`src/rtl/smcp_pkg.sv`:
```
`timescale 1ns / 1ps
`default_nettype none

package smcp_pkg;

   localparam int BUFFER_SIZE = 12;
   localparam int CNT_W       = $clog2(BUFFER_SIZE);
   localparam int IDLE_W      = 16;
   localparam int DATA_W      = 8;
   localparam int RSP_DATA_W  = 24;

   localparam logic [CNT_W-1:0]  CNT_LIMIT  = CNT_W'(BUFFER_SIZE - 1);
   localparam logic [IDLE_W-1:0] IDLE_MAX   = '1;
   localparam logic [IDLE_W-1:0] IDLE_RESET = 16'd80;
   localparam logic [7:0]        DUTY_MAX   = 8'd255;

   localparam logic [7:0] CH_LF       = 8'h0A;
   localparam logic [7:0] CH_CR       = 8'h0D;
   localparam logic [7:0] CH_PRINT_LO = 8'd32;
   localparam logic [7:0] CH_PRINT_HI = 8'd126;
   localparam logic [7:0] CH_ZERO     = 8'h30;
   localparam logic [7:0] CH_NINE     = 8'h39;
   localparam logic [7:0] CH_F_UP     = 8'h46;
   localparam logic [7:0] CH_F_LO     = 8'h66;
   localparam logic [7:0] CH_S_UP     = 8'h53;
   localparam logic [7:0] CH_S_LO     = 8'h73;
   localparam logic [7:0] CH_QUERY    = 8'h3F;
   localparam logic [7:0] CH_H_UP     = 8'h48;
   localparam logic [7:0] CH_H_LO     = 8'h68;

   typedef enum logic {
      REQ_BYTE = 1'b0,
      REQ_TICK = 1'b1
   } req_kind_type;

   typedef enum logic [1:0] {
      EV_STATUS  = 2'd0,
      EV_HELP    = 2'd1,
      EV_INVALID = 2'd2
   } event_type;

   typedef struct packed {
      req_kind_type      kind;
      logic [DATA_W-1:0] data;
   } req_item_type;

   typedef struct packed {
      logic [7:0] enable_duty;
      logic       bridge_in2;
      logic       bridge_in1;
      logic [7:0] duty_setting;
      logic       forward_on;
      event_type  event_code;
   } rsp_item_type;

endpackage

`default_nettype wire

```
`src/rtl/smcp_in_reg.sv`:
```
`timescale 1ns / 1ps
`default_nettype none

module smcp_in_reg
   import smcp_pkg::*;
(
   input  wire logic         clock,
   input  wire logic         reset,
   input  wire logic         in_valid,
   output logic              in_ready,
   input  wire req_item_type in_item,
   input  wire logic         advance,
   output logic              held_valid,
   output req_item_type      held_item
);

   logic         valid_ff, valid_in;
   req_item_type item_ff;

   assign in_ready = !valid_ff || advance;

   always_comb begin
      valid_in = valid_ff;
      if (in_ready) begin
         valid_in = in_valid;
      end
   end

   always_ff @(posedge clock) begin
      if (reset) begin
         valid_ff <= 1'b0;
      end else begin
         valid_ff <= valid_in;
      end
   end

   always_ff @(posedge clock) begin
      if (in_ready && in_valid) begin
         item_ff <= in_item;
      end
   end

   assign held_valid = valid_ff;
   assign held_item  = item_ff;

endmodule

`default_nettype wire

```
`src/rtl/smcp_core.sv`:
```
`timescale 1ns / 1ps
`default_nettype none

module smcp_core
   import smcp_pkg::*;
(
   input  wire logic              clock,
   input  wire logic              reset,
   input  wire logic              fire,
   input  wire req_item_type      item,
   input  wire logic [IDLE_W-1:0] idle_limit,
   output logic                   res_valid,
   output rsp_item_type           res_item
);

   logic [CNT_W-1:0]  char_count_ff, char_count_in;
   logic [7:0]        lead_char_ff, lead_char_in;
   logic              all_digits_ff, all_digits_in;
   logic [7:0]        digit_value_ff, digit_value_in;
   logic [IDLE_W-1:0] idle_ticks_ff, idle_ticks_in;
   logic              mode_forward_ff, mode_forward_in;
   logic [7:0]        duty_value_ff, duty_value_in;

   logic              pending;
   logic              is_term;
   logic              is_print;
   logic              is_digit;
   logic              execute;
   logic [11:0]       acc;
   logic [IDLE_W-1:0] idle_next;
   event_type         ev;
   logic              drive;

   assign pending  = char_count_ff != '0;
   assign is_term  = item.data == CH_LF || item.data == CH_CR;
   assign is_print = item.data >= CH_PRINT_LO && item.data <= CH_PRINT_HI;
   assign is_digit = item.data >= CH_ZERO && item.data <= CH_NINE;
   // value * 10 as two shifts
   assign acc = {1'b0, digit_value_ff, 3'b000} + {3'b000, digit_value_ff, 1'b0}
              + {8'd0, item.data[3:0]};
   assign idle_next = (idle_ticks_ff != IDLE_MAX) ? idle_ticks_ff + 1'b1 : idle_ticks_ff;

   always_comb begin
      execute = 1'b0;
      unique case (item.kind)
         REQ_BYTE: execute = is_term && pending;
         REQ_TICK: execute = pending && idle_next >= idle_limit;
         default:  execute = 1'b0;
      endcase
   end

   always_comb begin
      char_count_in   = char_count_ff;
      lead_char_in    = lead_char_ff;
      all_digits_in   = all_digits_ff;
      digit_value_in  = digit_value_ff;
      idle_ticks_in   = idle_ticks_ff;
      mode_forward_in = mode_forward_ff;
      duty_value_in   = duty_value_ff;
      ev              = EV_STATUS;

      if (execute) begin
         priority if (lead_char_ff == CH_F_UP || lead_char_ff == CH_F_LO) begin
            mode_forward_in = 1'b1;
         end else if (lead_char_ff == CH_S_UP || lead_char_ff == CH_S_LO) begin
            mode_forward_in = 1'b0;
         end else if (lead_char_ff == CH_QUERY || lead_char_ff == CH_H_UP
                      || lead_char_ff == CH_H_LO) begin
            ev = EV_HELP;
         end else if (all_digits_ff) begin
            duty_value_in = digit_value_ff;
         end else begin
            ev = EV_INVALID;
         end
         char_count_in  = '0;
         lead_char_in   = '0;
         all_digits_in  = 1'b1;
         digit_value_in = '0;
         idle_ticks_in  = '0;
      end else if (item.kind == REQ_TICK) begin
         if (pending) begin
            idle_ticks_in = idle_next;
         end
      end else if (!is_term && is_print && char_count_ff < CNT_LIMIT) begin
         if (!pending) begin
            lead_char_in = item.data;
         end
         if (is_digit) begin
            digit_value_in = (acc > 12'(DUTY_MAX)) ? DUTY_MAX : acc[7:0];
         end else begin
            all_digits_in = 1'b0;
         end
         char_count_in = char_count_ff + 1'b1;
         idle_ticks_in = '0;
      end
   end

   always_ff @(posedge clock) begin
      if (reset) begin
         char_count_ff   <= '0;
         lead_char_ff    <= '0;
         all_digits_ff   <= 1'b1;
         digit_value_ff  <= '0;
         idle_ticks_ff   <= '0;
         mode_forward_ff <= 1'b0;
         duty_value_ff   <= '0;
      end else if (fire) begin
         char_count_ff   <= char_count_in;
         lead_char_ff    <= lead_char_in;
         all_digits_ff   <= all_digits_in;
         digit_value_ff  <= digit_value_in;
         idle_ticks_ff   <= idle_ticks_in;
         mode_forward_ff <= mode_forward_in;
         duty_value_ff   <= duty_value_in;
      end
   end

   assign drive     = mode_forward_in && duty_value_in != '0;
   assign res_valid = execute;

   always_comb begin
      res_item.event_code   = ev;
      res_item.forward_on   = mode_forward_in;
      res_item.duty_setting = duty_value_in;
      res_item.bridge_in1   = drive;
      res_item.bridge_in2   = 1'b0;
      res_item.enable_duty  = drive ? duty_value_in : 8'd0;
   end

endmodule

`default_nettype wire

```
`src/rtl/serial_motor_command_parser.sv`:
```
`timescale 1ns / 1ps
`default_nettype none

// Serial motor command parser. Each item is a received character or a millisecond
// tick; a command ends on CR or LF or after csr_data ticks of idle line, and gives
// one result item with the event code, the mode and the bridge drive. One item is
// taken every clock cycle while the rsp side does not stall; an item passes an input
// register and the parser state update, and its result is registered for the rsp side. A
// stalled rsp side holds req_tready low once both registers are full.
module serial_motor_command_parser
   import smcp_pkg::*;
(
   input  wire logic                  clock,
   input  wire logic                  reset,
   input  wire logic                  req_tvalid,
   output logic                       req_tready,
   input  wire logic [7:0]            req_tdata,  // rx_byte
   input  wire logic                  req_tuser,  // req_type
   output logic                       rsp_tvalid,
   input  wire logic                  rsp_tready,
   // event_code[1:0], forward_on, duty_setting[7:0], bridge_in1, bridge_in2,
   // enable_duty[7:0], zero pad
   output logic [RSP_DATA_W-1:0]      rsp_tdata,
   input  wire logic                  csr_valid,
   output logic                       csr_ready,
   input  wire logic [IDLE_W-1:0]     csr_data
);

   logic              advance;
   logic              held_valid;
   req_item_type      req_item;
   req_item_type      held_item;
   logic              fire;
   logic              res_valid;
   rsp_item_type      res_item;
   logic              out_valid_ff, out_valid_in;
   rsp_item_type      out_item_ff;
   logic [IDLE_W-1:0] idle_limit_ff;

   assign req_item.kind = req_kind_type'(req_tuser);
   assign req_item.data = req_tdata;

   assign advance = !out_valid_ff || rsp_tready;
   assign fire    = held_valid && advance;

   smcp_in_reg u_in_reg (
      .clock      (clock),
      .reset      (reset),
      .in_valid   (req_tvalid),
      .in_ready   (req_tready),
      .in_item    (req_item),
      .advance    (advance),
      .held_valid (held_valid),
      .held_item  (held_item)
   );

   smcp_core u_core (
      .clock      (clock),
      .reset      (reset),
      .fire       (fire),
      .item       (held_item),
      .idle_limit (idle_limit_ff),
      .res_valid  (res_valid),
      .res_item   (res_item)
   );

   assign csr_ready = 1'b1;

   always_ff @(posedge clock) begin
      if (reset) begin
         idle_limit_ff <= IDLE_RESET;
      end else if (csr_valid) begin
         idle_limit_ff <= csr_data;
      end
   end

   always_comb begin
      out_valid_in = out_valid_ff;
      if (advance) begin
         out_valid_in = fire && res_valid;
      end
   end

   always_ff @(posedge clock) begin
      if (reset) begin
         out_valid_ff <= 1'b0;
      end else begin
         out_valid_ff <= out_valid_in;
      end
   end

   always_ff @(posedge clock) begin
      if (fire && res_valid) begin
         out_item_ff <= res_item;
      end
   end

   assign rsp_tvalid = out_valid_ff;
   assign rsp_tdata  = {{(RSP_DATA_W - $bits(rsp_item_type)){1'b0}}, out_item_ff};

   // input side only stalls behind a full, stalled result register
   a_ready_stall : assert property (@(posedge clock) disable iff (reset)
      !req_tready |-> (rsp_tvalid && !rsp_tready))
      else $error("req_tready low without output stall");

   a_drive_needs_forward : assert property (@(posedge clock) disable iff (reset)
      (rsp_tvalid && out_item_ff.bridge_in1) |->
         (out_item_ff.forward_on && out_item_ff.enable_duty == out_item_ff.duty_setting
          && out_item_ff.duty_setting != 8'd0))
      else $error("bridge drive inconsistent with mode and duty");

   a_no_drive_zero_enable : assert property (@(posedge clock) disable iff (reset)
      (rsp_tvalid && !out_item_ff.bridge_in1) |-> (out_item_ff.enable_duty == 8'd0))
      else $error("enable duty set while not driving");

   a_result_from_item : assert property (@(posedge clock) disable iff (reset)
      (!$past(held_valid) && $past(out_valid_ff) && $past(rsp_tready)) |-> !rsp_tvalid)
      else $error("result appeared without a processed item");

endmodule

`default_nettype wire

```
`config.mk`:
```
export PLATFORM = sky130hd
export DESIGN_NAME = serial_motor_command_parser
export DESIGN_NICKNAME = d
export VERILOG_FILES = /design/src/rtl/smcp_pkg.sv /design/src/rtl/smcp_in_reg.sv /design/src/rtl/smcp_core.sv /design/src/rtl/serial_motor_command_parser.sv
export SDC_FILE = /design/constraint.sdc
export NUM_CORES = 1
export LEC_CHECK = 0
export BUFFER_PORTS_ARGS = -buffer_cell sky130_fd_sc_hd__buf_2
export CAP_MARGIN = 20
export CELL_PAD_IN_SITES_DETAIL_PLACEMENT = 1
export CELL_PAD_IN_SITES_GLOBAL_PLACEMENT = 1
export CORE_MARGIN = 10
export CORE_UTILIZATION = 45
export CTS_CLUSTER_DIAMETER = 100
export DETAILED_ROUTE_END_ITERATION = 10
export GPL_ROUTABILITY_DRIVEN = 0
export PLACE_DENSITY_LB_ADDON = 0.2
export REMOVE_ABC_BUFFERS = 1
export SETUP_SLACK_MARGIN = 0.1
export SLEW_MARGIN = 20
export SYNTH_ARGS = -nofsm -noshare
export SYNTH_HDL_FRONTEND = slang
export SYNTH_SLANG_ARGS = --single-unit
```
`constraint.sdc`:
```
create_clock -name clock -period 4.6 [get_ports clock]
set_input_delay 0.46 -clock clock [delete_from_list [all_inputs] [get_ports clock]]
set_output_delay 0.46 -clock clock [all_outputs]
set_load 0.005 [all_outputs]
```
==> results of run 1 <==
cells in the final DEF, fill, tap and decap left out, types with 14 or more instances in the layout:
cell type | synthesis | routed
nand2_1 | 55 | 55
nand3_1 | 27 | 27
mux2i_1 | 14 | 14
o21ai_0 | 20 | 20
ha_1 | 34 | 34
edfxtp_1 | 29 | 29
inv_1 | 27 | 27
nand4_1 | 18 | 18
dfxtp_1 | 64 | 64
a21oi_1 | 48 | 48
nor2_1 | 36 | 36
buf_2 | 8 | 51
layout make-up:
cell class,count,area (µm²),share of cell area
clock buffers,15,268,0.0466
clock inverters,1,7.51,0.00131
inverters,27,101,0.0177
multi-input cells,407,2740,0.478
flip-flops and latches,93,2150,0.375
well taps,140,175,0.0305
repair buffers,56,293,0.0510
report_power, final:
| group | leakage (nW) | internal, mW | switching [mW] |
|---|---|---|---|
| registers | 0.796 | 0.859 | 0.0139 |
| clock network | 0.130 | 0.397 | 0.307 |
| logic | 1.38 | 0.0379 | 0.0656 |
| total | 2.31 | 1.29 | 0.386 |
logic make-up after synthesis:
family,count (synthesis),synth area share
and+or+nand+nor,197,0.197
other,2,0.00146
DFF,93,0.419
buffers and inverters,62,0.0524
adders and majority gates,36,0.0906
AOI/OAI and AO/OA,141,0.186
muxes,17,0.0339
xor gates and xnor gates,11,0.0188
worst max-delay path: cells and delay by family, from the launching register on:
kind	cells	cell delay, ns
AOI/OAI and AO/OA	5	1.71
adders and majority gates	2	0.57
DFF	1	0.41
and+or+nand+nor	5	1.22
registers in the layout, indices dropped and copies added (netlist names):
signal / cells
u_core.all_digits_ff: 1
u_in_reg.held_item: 9
u_core.digit_value_ff: 8
rsp_tdata: 20
u_core.mode_forward_ff: 1
u_core.lead_char_ff: 8
idle_limit_ff: 16
rsp_tvalid: 1
u_core.char_count_ff: 4
u_core.duty_value_ff: 8
u_in_reg.held_valid: 1
u_core.idle_ticks_ff: 16
worst max-delay path by stage:
stage               slack [ns]                       to                            startpoint  cells after the start
floorplan                 0.48  rsp_tdata[11]$_DFFE_PP_  u_core.idle_ticks_ff[0]$_SDFFE_PP0P_                     12
finish                    0.39  rsp_tdata[11]$_DFFE_PP_  u_core.idle_ticks_ff[0]$_SDFFE_PP0P_                     12
global placement          0.42  rsp_tdata[11]$_DFFE_PP_  u_core.idle_ticks_ff[0]$_SDFFE_PP0P_                     12
detailed placement        0.12  rsp_tdata[11]$_DFFE_PP_  u_core.idle_ticks_ff[0]$_SDFFE_PP0P_                     12
global route              0.13  rsp_tdata[11]$_DFFE_PP_  u_core.idle_ticks_ff[0]$_SDFFE_PP0P_                     12
CTS                       0.41  rsp_tdata[11]$_DFFE_PP_  u_core.idle_ticks_ff[0]$_SDFFE_PP0P_                     12
per-stage QoR:
| stage | util | hold WS [ns] | power [mW] | std cells | worst slack [ns] |
|---|---|---|---|---|---|
| 2_1_floorplan | - | 0.442 | 0.945 | 527 | 0.480 |
| 3_3_place_gp | 0.497 | 0.466 | 0.989 | 723 | 0.416 |
| 3_5_place_dp | 0.497 | 0.473 | 0.994 | 723 | 0.119 |
| 4_1_cts | 0.523 | 0.281 | 1.70 | 739 | 0.406 |
| 5_1_grt | 0.523 | 0.277 | 1.76 | 739 | 0.129 |
| 6_report | 0.523 | 0.292 | 1.68 | 739 | 0.391 |
repair_timing:
| item | CTS | global route |
|---|---|---|
| hold endpoints to repair | 0 | 0 |
| resized for setup | 1 | 0 |
| endpoints found under the setup margin | 1 | 0 |
layer usage:
layer  up-vias  track usage
met2       101        0.272
met3        16       0.0392
met5         -            0
li1       2132            -
met1      2079        0.225
met4         0       0.0596
==> impl_metrics.csv, run 1 <==
group,metric,value,unit
die,die_height,127,µm
drt,detail_route.vias_per_cell,5.86,
clock_network,cts_max_level,3,
timing,final_hold_viol_count,0,
die,rows,38,
yosys,synth_edf_count,29,
global_route,grt_pass1_wl,23100,µm
yosys,syn_area,5130,µm²
die,dieArea,16100,µm²
final_layout,diodes,0,
setup_path,reg2reg_to,"rsp_tdata[11]$_DFFE_PP_",
final_layout,fin_nets,660,
run_status,status,"finished clean",
placement,portBuffers,51,
setup_path,cp_max_fo,25,
power,irDropWorstVdd,166,µV
global_route,grt_max_degree,49,
setup_path,worstReg2RegStart,"u_core.idle_ticks_ff[0]$_SDFFE_PP0P_",
clock_network,cts_tree,"yes",
global_route,grt_overflow,0,
yosys,ys_seq_area_frac,0.419,
yosys,netlist_top_cells_count,"dfxtp_1 (64), nand2_1 (55), a21oi_1 (48), nor2_1 (36), ha_1 (34)",
setup_path,worst-r2r-setup-slack,0.39,ns
clock_network,cts_hold_buf,0,
timing,fin_skew,0.00554,ns
clock_network,post-cts-setup-buffer-count,0,
setup_path,max_stage_delay,0.69,ns
setup_path,end_kind,"register",
yosys,synth_most_common_cell,"dfxtp_1",
timing,finalMaxSlewViolations,0,
power,leakage,2.31,nW
die,top_level_ports,57,
yosys,synth-async-reset-ratio,0,
clock_network,root_buffer,"clkbuf_16",
yosys,syn_avg_cell_area,9.19,µm²
drt,m1WireLength,6240,µm
setup_path,ff2ff_path_depth,12,
timing,rsz0062_at_grt,"false",
timing,timing.fmax,238,MHz
yosys,synth.largest_area_cell,"dfxtp_1",
setup_path,cp-start-kind,"register",
timing,tns,0,ns
final_layout,stdcell_area,5740,µm²
clock_network,clkTransAtPathRegs,0.06,ns
yosys,synthCells,559,
timing,min_period_over_period,0.915,
yosys,yosysTopAreaCellShare,0.250,
setup_path,crit_chain,"ha_1 -> and3_1 -> nand4_1 -> or2_2 -> a21oi_1 -> ha_1 -> nand4_1 -> nor3_2 -> o311ai_2 -> a31o_4 -> o41ai_4 -> a221oi_1",
final_layout,layout-drive-gt1-share,0.135,
hold_path,min_to,"u_in_reg.held_item[0]$_DFFE_PP_",
setup_path,cp_slowest_cell,"o41ai_4",
hold_path,hold_depth,1,
die,die_x,127,µm
drt,met2_length,6420,µm
flow_run,drv_cap,0,
drt,antenna_left,0,
placement,postPlaceCellArea,5450,µm²
setup_path,crit_arrival,4.26,ns
global_route,track_usage,0.172,
clock_network,clock_latency,0.34,ns
drt,drt-total-wl,13600,µm
timing,setup-violations-final,0,
hold_path,min_from,"req_tdata[0]",
drt,vias,4328,
placement,hpwl,10000,µm
timing,worstMarginPinSlew,1.01,ns
die,core_area,11000,µm²
timing,min_period,4.21,ns
drt,highest_layer,"met4",
final_layout,fillers,1311,
final_layout,area_growth,11.8,%
global_route,grt_pass1_vias,4499,
global_route,antenna_found_initial,0,
hold_path,hold_path_class,"input port to register",
drt,wl_met3,720,µm
die,initial_core_util,0.468,
yosys,synth_flop_cell,"dfxtp_1",
yosys,yosys_warnings,0,
power,powerDensity,293,nW/µm²
yosys,synth_seq_cells,93,
drt,drt_iter0_drc,285,
clock_network,clk_path_buf_depth,2,
yosys,synth.area.top_cells,"dfxtp_1 (25%), edfxtp_1 (17%), ha_1 (8.3%), a21oi_1 (4.7%), nand2_1 (4.0%)",
drt,firstDrtPassIters,4,
drt,post_drt_wl_per_cell,18.4,µm
drt,post-route-drc-count,0,
setup_path,setup.worst_path.class,"register to register",
yosys,synth.distinct_cells,69,
timing,timing.slew.headroom,0.325,
clock_network,cts_num_sinks,93,
clock_network,cts_inserted_buffers,9,
setup_path,cp.required,4.65,ns
No activity file was read; power rests on OpenSTA's default activity.
==> run 2, diff against run 1 <==
Settings changed: BUFFER_PORTS_ARGS -buffer_cell sky130_fd_sc_hd__buf_2 to -buffer_cell sky130_fd_sc_hd__clkbuf_2.
==> run 2 against run 1 <==
Design area rose by 0.70%; clock skew barely moved; first-iteration DRC count fell by 11%; total power rose by 5.6%; combinational power barely moved; non-clock buffer count fell by 1; sequential share of layout area fell by 0.26 points; via count rose by 1.6%; critical endpoint is now u_core.idle_ticks_ff[2]$_SDFFE_PP0P_.
==> impl_metrics.csv, run 2 (synthesis gave the netlist of run 1 again) <==
group,metric,value,unit
final_layout,regArea,2150,µm²
timing,final_hold_viol_count,0,
drt,post_drt_wl_per_cell,19.1,µm
placement,portBuffers,51,
final_layout,area_growth,12.6,%
global_route,grt_pass1_wl,23200,µm
die,initial_core_util,0.468,
final_layout,diodes,0,
drt,drt-total-wl,14100,µm
drt,firstDrtPassIters,4,
setup_path,cp.required,4.86,ns
run_status,status,"finished clean",
setup_path,setup.worst_path.class,"register to register",
final_layout,largest_reg_flops,20,
power,leakage,2.35,nW
drt,antenna_left,0,
global_route,grt_pass1_vias,4549,
drt,vias,4396,
clock_network,clk_path_buf_depth,2,
hold_path,hold_depth,1,
clock_network,root_buffer,"clkbuf_16",
setup_path,crit_arrival,4.42,ns
clock_network,clkTransAtPathRegs,0.07,ns
power,irDropWorstVdd,156,µV
die,rows,38,
final_layout,fin_nets,659,
global_route,grt_max_degree,50,
timing,min_period_over_period,0.903,
final_layout,fillers,1273,
clock_network,post-cts-setup-buffer-count,0,
timing,setup-violations-final,0,
setup_path,cp-start-kind,"register",
power,powerDensity,307,nW/µm²
die,core_area,11000,µm²
clock_network,clock_latency,0.35,ns
global_route,antenna_found_initial,0,
drt,drt_iter0_drc,253,
final_layout,mostFrequentLayoutCell,"dfxtp_1",
timing,finalMaxSlewViolations,0,
timing,tns,0,ns
global_route,grt_overflow,0,
timing,fin_skew,0.00550,ns
final_layout,mostFrequentLayoutCells,"dfxtp_1 (64), nand2_1 (55), clkbuf_2 (51)",
final_layout,multi_input_area,2740,µm²
setup_path,end_kind,"register",
setup_path,ff2ff_path_depth,12,
clock_network,cts_max_level,3,
final_layout,layout-drive-gt1-share,0.140,
final_layout,finalCoreUtilization,0.526,
clock_network,cts_num_sinks,93,
hold_path,hold_path_class,"input port to register",
timing,worstMarginPinSlew,1.09,ns
drt,post-route-drc-count,0,
global_route,track_usage,0.173,
die,die_x,127,µm
clock_network,cts_inserted_buffers,9,
placement,hpwl,9870,µm
die,top_level_ports,57,
timing,min_period,4.16,ns
die,dieArea,16100,µm²
timing,timing.slew.headroom,0.271,
clock_network,cts_tree,"yes",
timing,rsz0062_at_grt,"false",
timing,fin_worst_hold_slack,0.290,ns
setup_path,cp_max_fo,16,
die,die_height,127,µm
flow_run,drv_cap,0,
timing,timing.fmax,241,MHz
drt,detail_route.vias_per_cell,5.96,
clock_network,cts_hold_buf,0,
## run 2: worst paths after layout
check | slack, ns | end | from
worst max-delay path | 0.44 | u_core.idle_ticks_ff[2]$_SDFFE_PP0P_ | u_core.idle_ticks_ff[0]$_SDFFE_PP0P_
worst max register to register | 0.44 | u_core.idle_ticks_ff[2]$_SDFFE_PP0P_ | u_core.idle_ticks_ff[0]$_SDFFE_PP0P_
worst min-delay path | 0.29 | u_in_reg.held_item[5]$_DFFE_PP_ | req_tdata[5]
worst min register to register | 0.49 | u_core.lead_char_ff[7]$_SDFFE_PP0P_ | u_core.lead_char_ff[7]$_SDFFE_PP0P_
## run 2: what timing repair did
item                       CTS  global route
setup endpoints to repair    2             2
pin swaps                    0             1
resized for setup            1             0
## run 2: metal layers
layer,vias up,wire [µm],GRT usage
li1,2138,-,-
met1,2150,6510,0.219
met2,91,6680,0.280
met3,17,628,0.0400
met4,0,249,0.0630
met5,-,0,0
## run 2: worst max-delay path, stage by stage (launching register included)
cell,delay (ns)
dfxtp_1,0.41
ha_1,0.39
and3_1,0.21
nand4_1,0.21
or2_2,0.34
a21oi_1,0.20
ha_1,0.28
a211oi_1,0.24
nor2_1,0.08
nor3b_1,0.57
a32o_1,0.74
nand3_1,0.18
a31oi_1,0.22
## run 2: stage by stage
step           cells  power, mW  setup WS [ns]  area (µm²)
2_1_floorplan    527      0.945          0.480        4980
3_3_place_gp     722      0.988          0.420        5450
3_5_place_dp     722      0.994          0.166        5450
4_1_cts          738       1.79          0.429        5780
5_1_grt          738       1.84          0.174        5780
6_report         738       1.78          0.445        5780
## run 2: power breakdown
part	switching [mW]	internal (mW)	leakage, nW
Clock	0.334	0.464	0.163
Combinational	0.0673	0.0375	1.39
Sequential	0.0139	0.859	0.796
Total	0.415	1.36	2.35
## run 2: layout make-up
class | instances | area share
repair buffers | 55 | 0.0494
inverters | 27 | 0.0175
flip-flops and latches | 93 | 0.372
multi-input cells | 407 | 0.475
clock inverters | 3 | 0.00346
clock buffers | 13 | 0.0524
well taps | 140 | 0.0303
